--- src/sv/quote_aware_csv_splitter_defines.svh ---
// ----------------------------------------------------------------------------
// quote_aware_csv_splitter_defines
// assertion macros for the csv splitter rtl
// ----------------------------------------------------------------------------
`ifndef QUOTE_AWARE_CSV_SPLITTER_DEFINES_SVH
`define QUOTE_AWARE_CSV_SPLITTER_DEFINES_SVH

// same-cycle implication, sampled on clk, off during rst
`define QCSV_ASSERT_IMP(name, ante, cons) \
  name: assert property (@(posedge clk) disable iff (rst) (ante) |-> (cons)) \
    else $error("qcsv assertion failed");

// next-cycle implication, sampled on clk, off during rst
`define QCSV_ASSERT_NEXT(name, ante, cons) \
  name: assert property (@(posedge clk) disable iff (rst) (ante) |=> (cons)) \
    else $error("qcsv assertion failed");

`endif

--- src/sv/qcsv_pkg.sv ---
// ----------------------------------------------------------------------------
// qcsv_pkg
// types and constants of the quote aware csv splitter
// ----------------------------------------------------------------------------
package qcsv_pkg;

  localparam int unsigned MAX_FIELDS = 8;
  localparam int unsigned FIELD_W    = 3;
  localparam int unsigned COUNT_W    = 4;

  localparam logic [7:0] CH_COMMA = 8'h2C;
  localparam logic [7:0] CH_QUOTE = 8'h22;
  localparam logic [7:0] CH_CR    = 8'h0D;
  localparam logic [7:0] CH_LF    = 8'h0A;
  localparam logic [7:0] CH_SPACE = 8'h20;
  localparam logic [7:0] CH_TAB   = 8'h09;

  typedef enum logic [5:0] {
    PH_SKIP   = 6'b000001,
    PH_QUOTED = 6'b000010,
    PH_QPEND  = 6'b000100,
    PH_AFTER  = 6'b001000,
    PH_PLAIN  = 6'b010000,
    PH_DONE   = 6'b100000
  } phase_t;

  typedef struct packed {
    logic [7:0] line_byte;
    logic       end_of_line;
  } item_t;

  typedef struct packed {
    logic [7:0]         out_byte;
    logic               byte_valid;
    logic               field_end;
    logic [FIELD_W-1:0] field_index;
    logic               line_done;
    logic [COUNT_W-1:0] field_count;
  } result_t;

  typedef struct packed {
    phase_t             phase;
    logic [FIELD_W-1:0] field;
  } status_t;

endpackage

--- src/sv/qcsv_in_reg.sv ---
// ----------------------------------------------------------------------------
// qcsv_in_reg
// input register stage of the csv splitter
// ----------------------------------------------------------------------------
module qcsv_in_reg (
  input  logic            clk,
  input  logic            rst,
  input  logic            s_tvalid,
  output logic            s_tready,
  input  logic [7:0]      s_tdata,
  input  logic            s_tlast,
  input  logic            advance,
  output logic            in_valid,
  output qcsv_pkg::item_t in_item
);

  // free slot, or the held request moves on this cycle
  assign s_tready = !in_valid || advance;

  always_ff @(posedge clk) begin
    if (rst) begin
      in_valid <= 1'b0;
    end else if (s_tready) begin
      in_valid <= s_tvalid;
    end
  end

  always_ff @(posedge clk) begin
    if (s_tvalid && s_tready) begin
      in_item.line_byte   <= s_tdata;
      in_item.end_of_line <= s_tlast;
    end
  end

endmodule

--- src/sv/qcsv_parser.sv ---
// ----------------------------------------------------------------------------
// qcsv_parser
// field state machine: one byte per step, at most one result
// ----------------------------------------------------------------------------
module qcsv_parser (
  input  logic              clk,
  input  logic              rst,
  input  logic              advance,
  input  qcsv_pkg::item_t   in_item,
  output logic              res_valid,
  output qcsv_pkg::result_t res,
  output qcsv_pkg::status_t status
);

  qcsv_pkg::phase_t                   phase;
  qcsv_pkg::phase_t                   phase_next;
  logic [qcsv_pkg::FIELD_W-1:0]       field;
  logic [qcsv_pkg::FIELD_W-1:0]       field_next;
  logic [qcsv_pkg::COUNT_W-1:0]       cnt;
  logic [7:0]                         c;
  logic                               is_comma;
  logic                               is_quote;
  logic                               is_eolch;
  logic                               is_blank;
  logic                               do_comma;
  logic                               do_eline;
  logic                               do_content;

  assign c        = in_item.line_byte;
  assign is_comma = (c == qcsv_pkg::CH_COMMA);
  assign is_quote = (c == qcsv_pkg::CH_QUOTE);
  assign is_eolch = (c == qcsv_pkg::CH_CR) || (c == qcsv_pkg::CH_LF);
  assign is_blank = (c == qcsv_pkg::CH_SPACE) || (c == qcsv_pkg::CH_TAB);
  assign cnt      = {1'b0, field} + qcsv_pkg::COUNT_W'(1);

  always_comb begin
    phase_next = phase;
    field_next = field;
    do_comma   = 1'b0;
    do_eline   = 1'b0;
    do_content = 1'b0;

    if (in_item.end_of_line) begin
      do_eline = (phase != qcsv_pkg::PH_DONE);
    end else begin
      case (phase)
        qcsv_pkg::PH_SKIP: begin
          if (is_blank) begin
            phase_next = qcsv_pkg::PH_SKIP;
          end else if (is_quote) begin
            phase_next = qcsv_pkg::PH_QUOTED;
          end else if (is_comma) begin
            do_comma = 1'b1;
          end else if (is_eolch) begin
            do_eline = 1'b1;
          end else begin
            phase_next = qcsv_pkg::PH_PLAIN;
            do_content = 1'b1;
          end
        end
        qcsv_pkg::PH_PLAIN: begin
          if (is_comma) begin
            do_comma = 1'b1;
          end else if (is_eolch) begin
            do_eline = 1'b1;
          end else begin
            do_content = 1'b1;
          end
        end
        qcsv_pkg::PH_QUOTED: begin
          if (is_quote) begin
            phase_next = qcsv_pkg::PH_QPEND;
          end else begin
            do_content = 1'b1;
          end
        end
        qcsv_pkg::PH_QPEND: begin
          // doubled quote gives one quote, else the quote closed the field
          if (is_quote) begin
            phase_next = qcsv_pkg::PH_QUOTED;
            do_content = 1'b1;
          end else if (is_comma) begin
            do_comma = 1'b1;
          end else begin
            phase_next = qcsv_pkg::PH_AFTER;
          end
        end
        qcsv_pkg::PH_AFTER: begin
          if (is_comma) begin
            do_comma = 1'b1;
          end
        end
        default: begin
          phase_next = qcsv_pkg::PH_DONE;
        end
      endcase
    end

    res_valid       = do_comma || do_eline || do_content;
    res             = '0;
    res.field_index = field;

    if (do_content) begin
      res.out_byte   = c;
      res.byte_valid = 1'b1;
    end

    if (do_comma) begin
      res.field_end = 1'b1;
      if (cnt >= qcsv_pkg::COUNT_W'(qcsv_pkg::MAX_FIELDS)) begin
        res.line_done   = 1'b1;
        res.field_count = cnt;
        phase_next      = qcsv_pkg::PH_DONE;
      end else begin
        field_next = cnt[qcsv_pkg::FIELD_W-1:0];
        phase_next = qcsv_pkg::PH_SKIP;
      end
    end

    if (do_eline) begin
      res.field_end   = 1'b1;
      res.line_done   = 1'b1;
      res.field_count = cnt;
      phase_next      = qcsv_pkg::PH_DONE;
    end

    // terminator always rearms for the next line
    if (in_item.end_of_line) begin
      phase_next = qcsv_pkg::PH_SKIP;
      field_next = '0;
    end
  end

  always_ff @(posedge clk) begin
    if (rst) begin
      phase <= qcsv_pkg::PH_SKIP;
      field <= '0;
    end else if (advance) begin
      phase <= phase_next;
      field <= field_next;
    end
  end

  assign status.phase = phase;
  assign status.field = field;

endmodule

--- src/sv/qcsv_out_reg.sv ---
// ----------------------------------------------------------------------------
// qcsv_out_reg
// result register and master side of the csv splitter
// ----------------------------------------------------------------------------
module qcsv_out_reg (
  input  logic              clk,
  input  logic              rst,
  input  logic              load,
  input  qcsv_pkg::result_t res,
  output logic              out_free,
  output logic              m_tvalid,
  input  logic              m_tready,
  output logic [15:0]       m_tdata,
  output logic [1:0]        m_tuser,
  output logic              m_tlast
);

  qcsv_pkg::result_t held;

  assign out_free = !m_tvalid || m_tready;

  always_ff @(posedge clk) begin
    if (rst) begin
      m_tvalid <= 1'b0;
    end else if (out_free) begin
      m_tvalid <= load;
    end
  end

  always_ff @(posedge clk) begin
    if (load && out_free) begin
      held <= res;
    end
  end

  assign m_tdata = {1'b0, held.field_count, held.field_index, held.out_byte};
  assign m_tuser = {held.field_end, held.byte_valid};
  assign m_tlast = held.line_done;

endmodule

--- src/sv/quote_aware_csv_splitter.sv ---
// ----------------------------------------------------------------------------
// quote_aware_csv_splitter
// splits a text line into comma separated fields, quote aware
// ----------------------------------------------------------------------------
//   channel  dir  handshake           payload
//   s_*      in   s_tvalid/s_tready   tdata = line byte, tlast = terminator
//   m_*      out  m_tvalid/m_tready   tdata = byte/index/count, tuser = flags,
//                                     tlast = line done
//
// one request per clock while the master side keeps up; a result passes the
// input register, then the parser state machine into the result reg
// requests that give no result leave the master side untouched
// rst is synchronous, active high: clears both valid flags and rearms the
// parser at the first field of a line
// a stalled master side backs up into the input register, then s_tready drops
// ----------------------------------------------------------------------------
`include "quote_aware_csv_splitter_defines.svh"

module quote_aware_csv_splitter (
  input  logic        clk,
  input  logic        rst,
  // slave side
  input  logic        s_tvalid,
  output logic        s_tready,
  input  logic [7:0]  s_tdata,   // [7:0] line_byte
  input  logic        s_tlast,   // end_of_line (string terminator item)
  // master side
  output logic        m_tvalid,
  input  logic        m_tready,
  output logic [15:0] m_tdata,   // [7:0] out_byte, [10:8] field_index,
                                 // [14:11] field_count, [15] zero
  output logic [1:0]  m_tuser,   // [0] byte_valid, [1] field_end
  output logic        m_tlast    // line_done
);

  logic              in_valid;
  qcsv_pkg::item_t   in_item;
  logic              res_valid;
  qcsv_pkg::result_t res;
  qcsv_pkg::status_t status;
  logic              out_free;
  logic              advance;

  // a request moves through the parser when its result, if any, has a slot
  assign advance = in_valid && (!res_valid || out_free);

  qcsv_in_reg u_in (
    .clk      (clk),
    .rst      (rst),
    .s_tvalid (s_tvalid),
    .s_tready (s_tready),
    .s_tdata  (s_tdata),
    .s_tlast  (s_tlast),
    .advance  (advance),
    .in_valid (in_valid),
    .in_item  (in_item)
  );

  // field state machine: skip blanks, quoted, quote pending, after quote,
  // plain, line done
  qcsv_parser u_parse (
    .clk       (clk),
    .rst       (rst),
    .advance   (advance),
    .in_item   (in_item),
    .res_valid (res_valid),
    .res       (res),
    .status    (status)
  );

  qcsv_out_reg u_out (
    .clk      (clk),
    .rst      (rst),
    .load     (advance && res_valid),
    .res      (res),
    .out_free (out_free),
    .m_tvalid (m_tvalid),
    .m_tready (m_tready),
    .m_tdata  (m_tdata),
    .m_tuser  (m_tuser),
    .m_tlast  (m_tlast)
  );

  // an accepted request lands in the input register
  `QCSV_ASSERT_NEXT(a_in_load, s_tvalid && s_tready, in_valid)
  // a result is never both a content byte and a field end
  `QCSV_ASSERT_IMP(a_flag_excl, m_tvalid, !(m_tuser[0] && m_tuser[1]))
  // line done always closes a field and reports a nonzero count
  `QCSV_ASSERT_IMP(a_done_ends, m_tvalid && m_tlast, m_tuser[1] && (m_tdata[14:11] != 4'd0))
  // a terminator rearms the parser at field zero
  `QCSV_ASSERT_NEXT(a_eol_rearm, advance && in_item.end_of_line,
                    (status.phase == qcsv_pkg::PH_SKIP) && (status.field == '0))

endmodule
--- config.mk ---
export PLATFORM = sky130hd
export DESIGN_NAME = quote_aware_csv_splitter
export DESIGN_NICKNAME = d
export VERILOG_FILES = /design/src/sv/qcsv_pkg.sv /design/src/sv/qcsv_in_reg.sv /design/src/sv/qcsv_parser.sv /design/src/sv/qcsv_out_reg.sv /design/src/sv/quote_aware_csv_splitter.sv
export VERILOG_INCLUDE_DIRS = /design/src /design/src/sv
export SDC_FILE = /design/constraint.sdc
export NUM_CORES = 1
export LEC_CHECK = 0
export ABC_AREA = 1
export BUFFER_PORTS_ARGS = -buffer_cell sky130_fd_sc_hd__buf_2
export CAP_MARGIN = 30
export CORE_AREA = 5 5 79 81
export DETAILED_ROUTE_END_ITERATION = 6
export DIE_AREA = 0 0 84 86
export PLACE_DENSITY = 0.55
export RECOVER_POWER = 25
export SLEW_MARGIN = 10
export SYNTH_ARGS = -nofsm -noshare
export SYNTH_HDL_FRONTEND = slang
export SYNTH_SLANG_ARGS = --single-unit
--- constraint.sdc ---
create_clock -name clk -period 5 [get_ports clk]
set_input_delay 0 -clock clk [delete_from_list [all_inputs] [get_ports clk]]
set_output_delay 0 -clock clk [all_outputs]
set_load 0.005 [all_outputs]
==> reports/metrics.yaml, run 1 <==
drt:
  dr.pass1.iters: 4
  num_vias: 1432
  first_iter_violations: 91
  remaining_drc_errors: 0
  wl_per_cell_um: 11.0
  viasPerCell: 4.25
  wl_mm: 3.70
  ant_nets: 0
pwr:
  switching_share_pct: 25.6
  p_int_w: 0.000501
  p_switching_w: 0.000172
  p_total_w: 0.000673
  power.density_nw_per_um2: 294
  p_clk_share_pct: 32.3
  p_leak_nw: 1.04
  ir_worst_vdd_v: 0.000180
  p_seq_share_pct: 54.3
  power_frac_comb_pct: 13.4
clock_tree:
  cts_tree: "done"
  clkLatencyLatePin_ns: 0.28
  clockBufferDepth: 2
  htree_levels: 2
  cts_buffers: 5
  path_clk_slew_ns: 0.08
  clockRootBuffer: "clkbuf_8"
  cts_resized: 0
  numClockSinks: 38
timing:
  finalCritPeriodShare_pct: 48.7
  maxSlewHeadroom_pct: 56.1
  rsz0062_at_grt: "false"
  max_slew.worst_pin.slew_ns: 0.658
  period_needed_ns: 2.43
  setup_violations: 0
  finClkSkew_ns: 0.00680
  final-hold-violation-count: 0
  final_max_slew_viol_count: 0
  tns_ns: 0
  fmax_ghz: 0.411
place:
  dp_hpwl_mm: 2.76
  portBuffers: 32
  place.gp.congestion: 0.878
  dp_cells: 318
status:
  status: "finished clean"
logic_synthesis:
  synth.top_cell.area_share_pct: 43.5
  synth_compound_area_share_pct: 2.28
  synth_top_cell_by_area: "edfxtp_1"
  synthMuxAreaShare_pct: 0
  synth_common_cells: "nor2_1 (48), nand2_1 (41), inv_1 (32)"
  synthCells: 216
  synth-main-ff-cell: "edfxtp_1"
  syn_nets: 230
  synth-adder-area-share_pct: 0.672
  synth_top_family_by_area: "simple AND/OR/NAND/NOR gates"
  synth-seq-cells: 38
  synth_cell_types: 25
  ys_seq_area_share_pct: 55.4
  syn_area_um2: 1860
  ys_async_sr_fraction_pct: 0
  synth-edff-count: 27
  avgSynthCellArea_um2: 8.62
  synth-xor-area-share_pct: 0.470
  synthTopCellsByArea: "edfxtp_1 (44%), dfxtp_1 (12%), nor2_1 (9.7%), nand2_1 (8.3%), inv_1 (6.5%)"
  synthSimpleGateAreaFrac_pct: 32.7
  yosysMostFrequentCell: "nor2_1"
  yosysWarnings: 0
global_route:
  antenna_found_initial: 0
  grtUsageTotal_pct: 11.3
  grt_pass1_vias: 1376
  grt_max_degree: 20
  use_met3_pct: 3.36
  grt_overflow: 0
  grt.busiest_layer: "met2"
  met1_usage_pct: 15.6
  grt_use_met2_pct: 16.9
  grt_first_pass_wirelength_mm: 6.53
finish:
  fin_cells: 337
  diodes: 0
  fin_nets: 278
  syn2layout_area_growth_pct: 23.1
  layout-drive-gt1-share_pct: 21.5
die:
  ios: 34
  rows: 27
  start_util_pct: 34.4
  die_w_um: 84
  coreArea_um2: 5410
  die_area_um2: 7220
  die_h_um: 86
worst_setup_path:
  worstSetupPathType: "reg2reg"
  cp_data_required_time_ns: 4.92
  cp_data_arrival_time_ns: 2.35
  end_kind: "register"
  startpoint_type: "register"
  crit_fanout: 19
min_path:
  hold_class: "in2reg"
job:
  drv_cap: 0
flip-flops by register name, indices dropped and copies added (netlist names):
| signal | cells |
|---|---|
| u_in.in_valid | 1 |
| u_parse.field | 3 |
| u_out.m_tlast | 1 |
| u_out.m_tdata | 15 |
| u_parse.phase | 6 |
| u_out.m_tvalid | 1 |
| u_out.m_tuser | 2 |
| u_in.in_item | 9 |
metrics by stage:
stage | instance area, um2 | utilization (%) | worst slack (ns) | hold slack, ns
global placement | 2090 | 38.7 | 2.61 | 0.176
global route | 2290 | 42.4 | 2.33 | 0.0863
detailed placement | 2090 | 38.7 | 2.58 | 0.179
finish | 2290 | 42.4 | 2.57 | 0.0849
CTS | 2300 | 42.5 | 2.55 | 0.0744
floorplan | 1860 | - | 2.86 | 0.0691
logic make-up (layout without fill, tap and decap cells):
logic type               Yosys count  after routing
flip-flops                        38             38
XOR/XNOR                           1              1
AO/OA/AOI/OAI                      8              8
buffers and inverters             38             87
adder cells (fa/ha/maj)            1              1
AND/OR/NAND/NOR                  129            129
other                              1              1
power groups by stage:
stage               logic (W)  clock network, W  registers [W]
detailed placement  0.0000844                 0       0.000373
global placement    0.0000846                 0       0.000373
floorplan           0.0000607                 0       0.000372
global route         0.000105          0.000239       0.000368
finish              0.0000903          0.000217       0.000366
CTS                 0.0000916          0.000224       0.000366
worst max-delay path, stage by stage, from the launching register on:
cell      delay, ns
edfxtp_1       0.42
nor2_2         0.17
nand2_2        0.11
nor2_4         0.15
nor2_1         0.06
nand2_1        0.10
nand2_1        0.06
nand2_1        0.07
nand2_2        0.06
nand2_4        0.13
nand2_4        0.08
nand2_4        0.10
nand3_1        0.07
inv_1          0.50
area by class of cell:
cell class / count / area (um2)
sequential: 38 / 1030
timing repair buffer: 43 / 263
tap: 72 / 90.1
inverter: 36 / 135
fill: 558 / 3110
multi-input combinational: 140 / 677
clock inverter: 2 / 12.5
clock buffer: 6 / 82.6
path summary, 6_finish.rpt:
kind / startpoint / to / slack [ns] / depth (start not counted)
max: u_in.in_item[8] / u_out.m_tdata[3] / 2.57 / 13
min: m_tready / u_out.m_tvalid / 0.08 / 4
max reg2reg: u_in.in_item[8] / u_out.m_tdata[3] / 2.57 / 13
min reg2reg: u_parse.field[1] / u_out.m_tdata[9] / 0.47 / 0
layout by cell type, fill, tap and decap left out:
master / netlist / routed
a211oi_1: 1 / 1
a21oi_1: 4 / 4
buf_2: 0 / 26
clkbuf_1: 0 / 6
clkbuf_8: 0 / 6
clkinv_1: 2 / 2
clkinv_2: 0 / 1
clkinvlp_4: 0 / 1
conb_1: 1 / 1
dfxtp_1: 11 / 11
dlygate4sd3_1: 0 / 11
edfxtp_1: 27 / 27
ha_1: 1 / 1
inv_1: 32 / 32
inv_2: 2 / 2
nand2_1: 41 / 41
nand2_2: 7 / 7
nand2_4: 3 / 3
nand3_1: 10 / 10
nand3_2: 1 / 1
nand3_4: 1 / 1
nand4_1: 6 / 6
nor2_1: 48 / 48
nor2_2: 7 / 7
nor2_4: 2 / 2
nor3_1: 2 / 2
nor4_1: 1 / 1
o21ai_0: 3 / 3
xnor2_1: 1 / 1
metal layers:
metal | up-vias | wire [um]
li1 | 773 | -
met1 | 611 | 1810
met2 | 46 | 1590
met3 | 2 | 272
met4 | 0 | 36
met5 | - | 0
what timing repair did:
action                    4_1_cts  5_1_grt
buffers inserted                0        0
hold buffers                   11        0
hold endpoints to repair       11        0
Power figures use the tool's default switching activity.
==> inputs of run 2 (changes only) <==
- clock period: 5 -> 2.3 ns (I/O delays scaled with it)
==> run 2 against run 1 <==
  * Hold slack worse by 0.021 ns
  * Die area stayed put
  * Utilization is 0.62 points higher
  * Fmax is 16% higher
  * First-iteration DRC count is 20% lower
  * Cell area is 1.5% higher
  * Flip-flop and latch count stayed put
  * Routed wire length is 1.9% lower
  * Via count is 2.9% higher
  * Global-route usage is 0.39 points lower
  * Highest routed layer unchanged
==> reports/metrics.yaml, run 2 (synthesis gave the netlist of run 1 again) <==
status:
  status: "finished clean"
drt:
  viasPerCell: 4.33
  num_vias: 1473
  ant_nets: 0
  wl_per_cell_um: 10.7
  dr.pass1.iters: 6
  remaining_drc_errors: 0
  wl_mm: 3.63
  first_iter_violations: 73
clock_tree:
  clockRootBuffer: "clkbuf_8"
  htree_levels: 2
  cts_setup_buffers: 0
  path_clk_slew_ns: 0.07
  clockBufferDepth: 2
  cts_tree: "done"
  clkLatencyLatePin_ns: 0.28
  cts_buffers: 5
  numClockSinks: 38
timing:
  final_max_slew_viol_count: 0
  finClkSkew_ns: 0.00532
  final-hold-violation-count: 0
  finalCritPeriodShare_pct: 91.4
  period_needed_ns: 2.10
  tns_ns: 0
  rsz0062_at_grt: "false"
  setup_violations: 0
  fmax_ghz: 0.476
global_route:
  grt_max_degree: 20
  grt_pass1_vias: 1385
  antenna_found_initial: 0
  grt_first_pass_wirelength_mm: 6.29
  grtUsageTotal_pct: 10.9
  grt_overflow: 0
worst_setup_path:
  worstSetupPathType: "reg2reg"
  end_kind: "register"
  cpMostUsedCell: "nand2_1"
  slowest_stage: "edfxtp_1"
  crit_chain: "nor2_1 > nand2_1 > nor2_1 > nor2_1 > nand2_1 > nand2_1 > nand2_1 > nand2_2 > nand2_4 > nand2_4 > nand2_4 > nand3_1 > inv_1 > buf_12"
  startpoint_type: "register"
  crit_family: "simple AND/OR/NAND/NOR gates"
  crit_fanout: 19
  cp_data_required_time_ns: 2.30
  max_stage_delay_ns: 0.44
  worst-path-buf-inv: 2
  cp_data_arrival_time_ns: 2.10
finish:
  fillers: 550
  final_util_pct: 43.0
  stdcell_area_um2: 2320
  seq_area_um2: 1030
  layout_common_cells: "nor2_1 (48), nand2_1 (40), inv_1 (31), buf_2 (28), edfxtp_1 (27)"
  layout-drive-gt1-share_pct: 23.5
  fin_nets: 281
  diodes: 0
  largest_register_ffs: 15
  multiInputGateArea_um2: 679
  layout_commonest_cell: "nor2_1"
  syn2layout_area_growth_pct: 24.9
place:
  portBuffers: 32
  placed_cell_area_um2: 2120
  dp_hpwl_mm: 2.77
  place.gp.congestion: 0.831
die:
  start_util_pct: 34.4
  die_area_um2: 7220
  ios: 34
  rows: 27
  die_w_um: 84
  die_h_um: 86
  coreArea_um2: 5410
job:
  drv_cap: 0
min_path:
  hold_class: "in2reg"
pwr:
  power.density_nw_per_um2: 615
  ir_worst_vdd_v: 0.000245
  p_leak_nw: 1.05
## run 2: routing by layer
| metal | track usage (%) | part of all wire, % | vias to the layer above |
|---|---|---|---|
| li1 | - | - | 781 |
| met1 | 14.2 | 48 | 656 |
| met2 | 17.6 | 46 | 29 |
| met3 | 2.40 | 4.1 | 7 |
| met4 | 4.82 | 1.8 | 0 |
| met5 | 0 | 0 | - |
## run 2: per-stage QoR
step	hold WS, ns	cells	worst slack (ns)	power (W)
6_report	0.0639	340	0.199	0.00143
3_3_place_gp	0.178	320	0.211	0.000997
4_1_cts	0.0632	339	0.0690	0.00145
5_1_grt	0.102	340	0.0228	0.00151
3_5_place_dp	0.178	320	0.0839	0.000998
2_1_floorplan	0.0691	216	0.162	0.000941
## run 2: what timing repair did
item / CTS / global route
endpoints found under the setup margin: 0 / 9
hold buffers: 11 / 0
resized for setup: 0 / 3
endpoints found under the hold margin: 11 / 0
## run 2: worst register-to-register path, cell delays in order, from the launching register on
cell	delay [ns]
edfxtp_1	0.44
nor2_1	0.21
nand2_1	0.08
nor2_1	0.10
nor2_1	0.07
nand2_1	0.09
nand2_1	0.06
nand2_1	0.07
nand2_2	0.06
nand2_4	0.12
nand2_4	0.08
nand2_4	0.10
nand3_1	0.07
inv_1	0.11
buf_12	0.16
## run 2: power by group
group | internal (W) | total, W | switching [W] | leakage, nW
clock network | 0.000207 | 0.000432 | 0.000225 | 0.0416
registers | 0.000773 | 0.000795 | 0.0000218 | 0.353
logic | 0.0000804 | 0.000203 | 0.000123 | 0.652
total | 0.00106 | 0.00143 | 0.000370 | 1.05
## run 2: cell type report
type                       count  area share (%)
clock buffer                   5            2.96
timing repair buffer          45            12.6
tap                           72            3.88
timing repair inverter         1           0.323
multi-input combinational    140            29.2
sequential                    38            44.3
clock inverter                 3           0.700
inverter                      36            5.97
## run 2: path summary, 6_finish.rpt
kind,from,endpoint,slack (ns),depth (start not counted)
worst max-delay path,u_in.in_item[3],u_out.m_tdata[2],0.20,14
worst min-delay path,m_tready,u_out.m_tvalid,0.06,4
worst max register to register,u_in.in_item[3],u_out.m_tdata[2],0.20,14
worst min register to register,u_parse.field[1],u_out.m_tdata[9],0.47,0
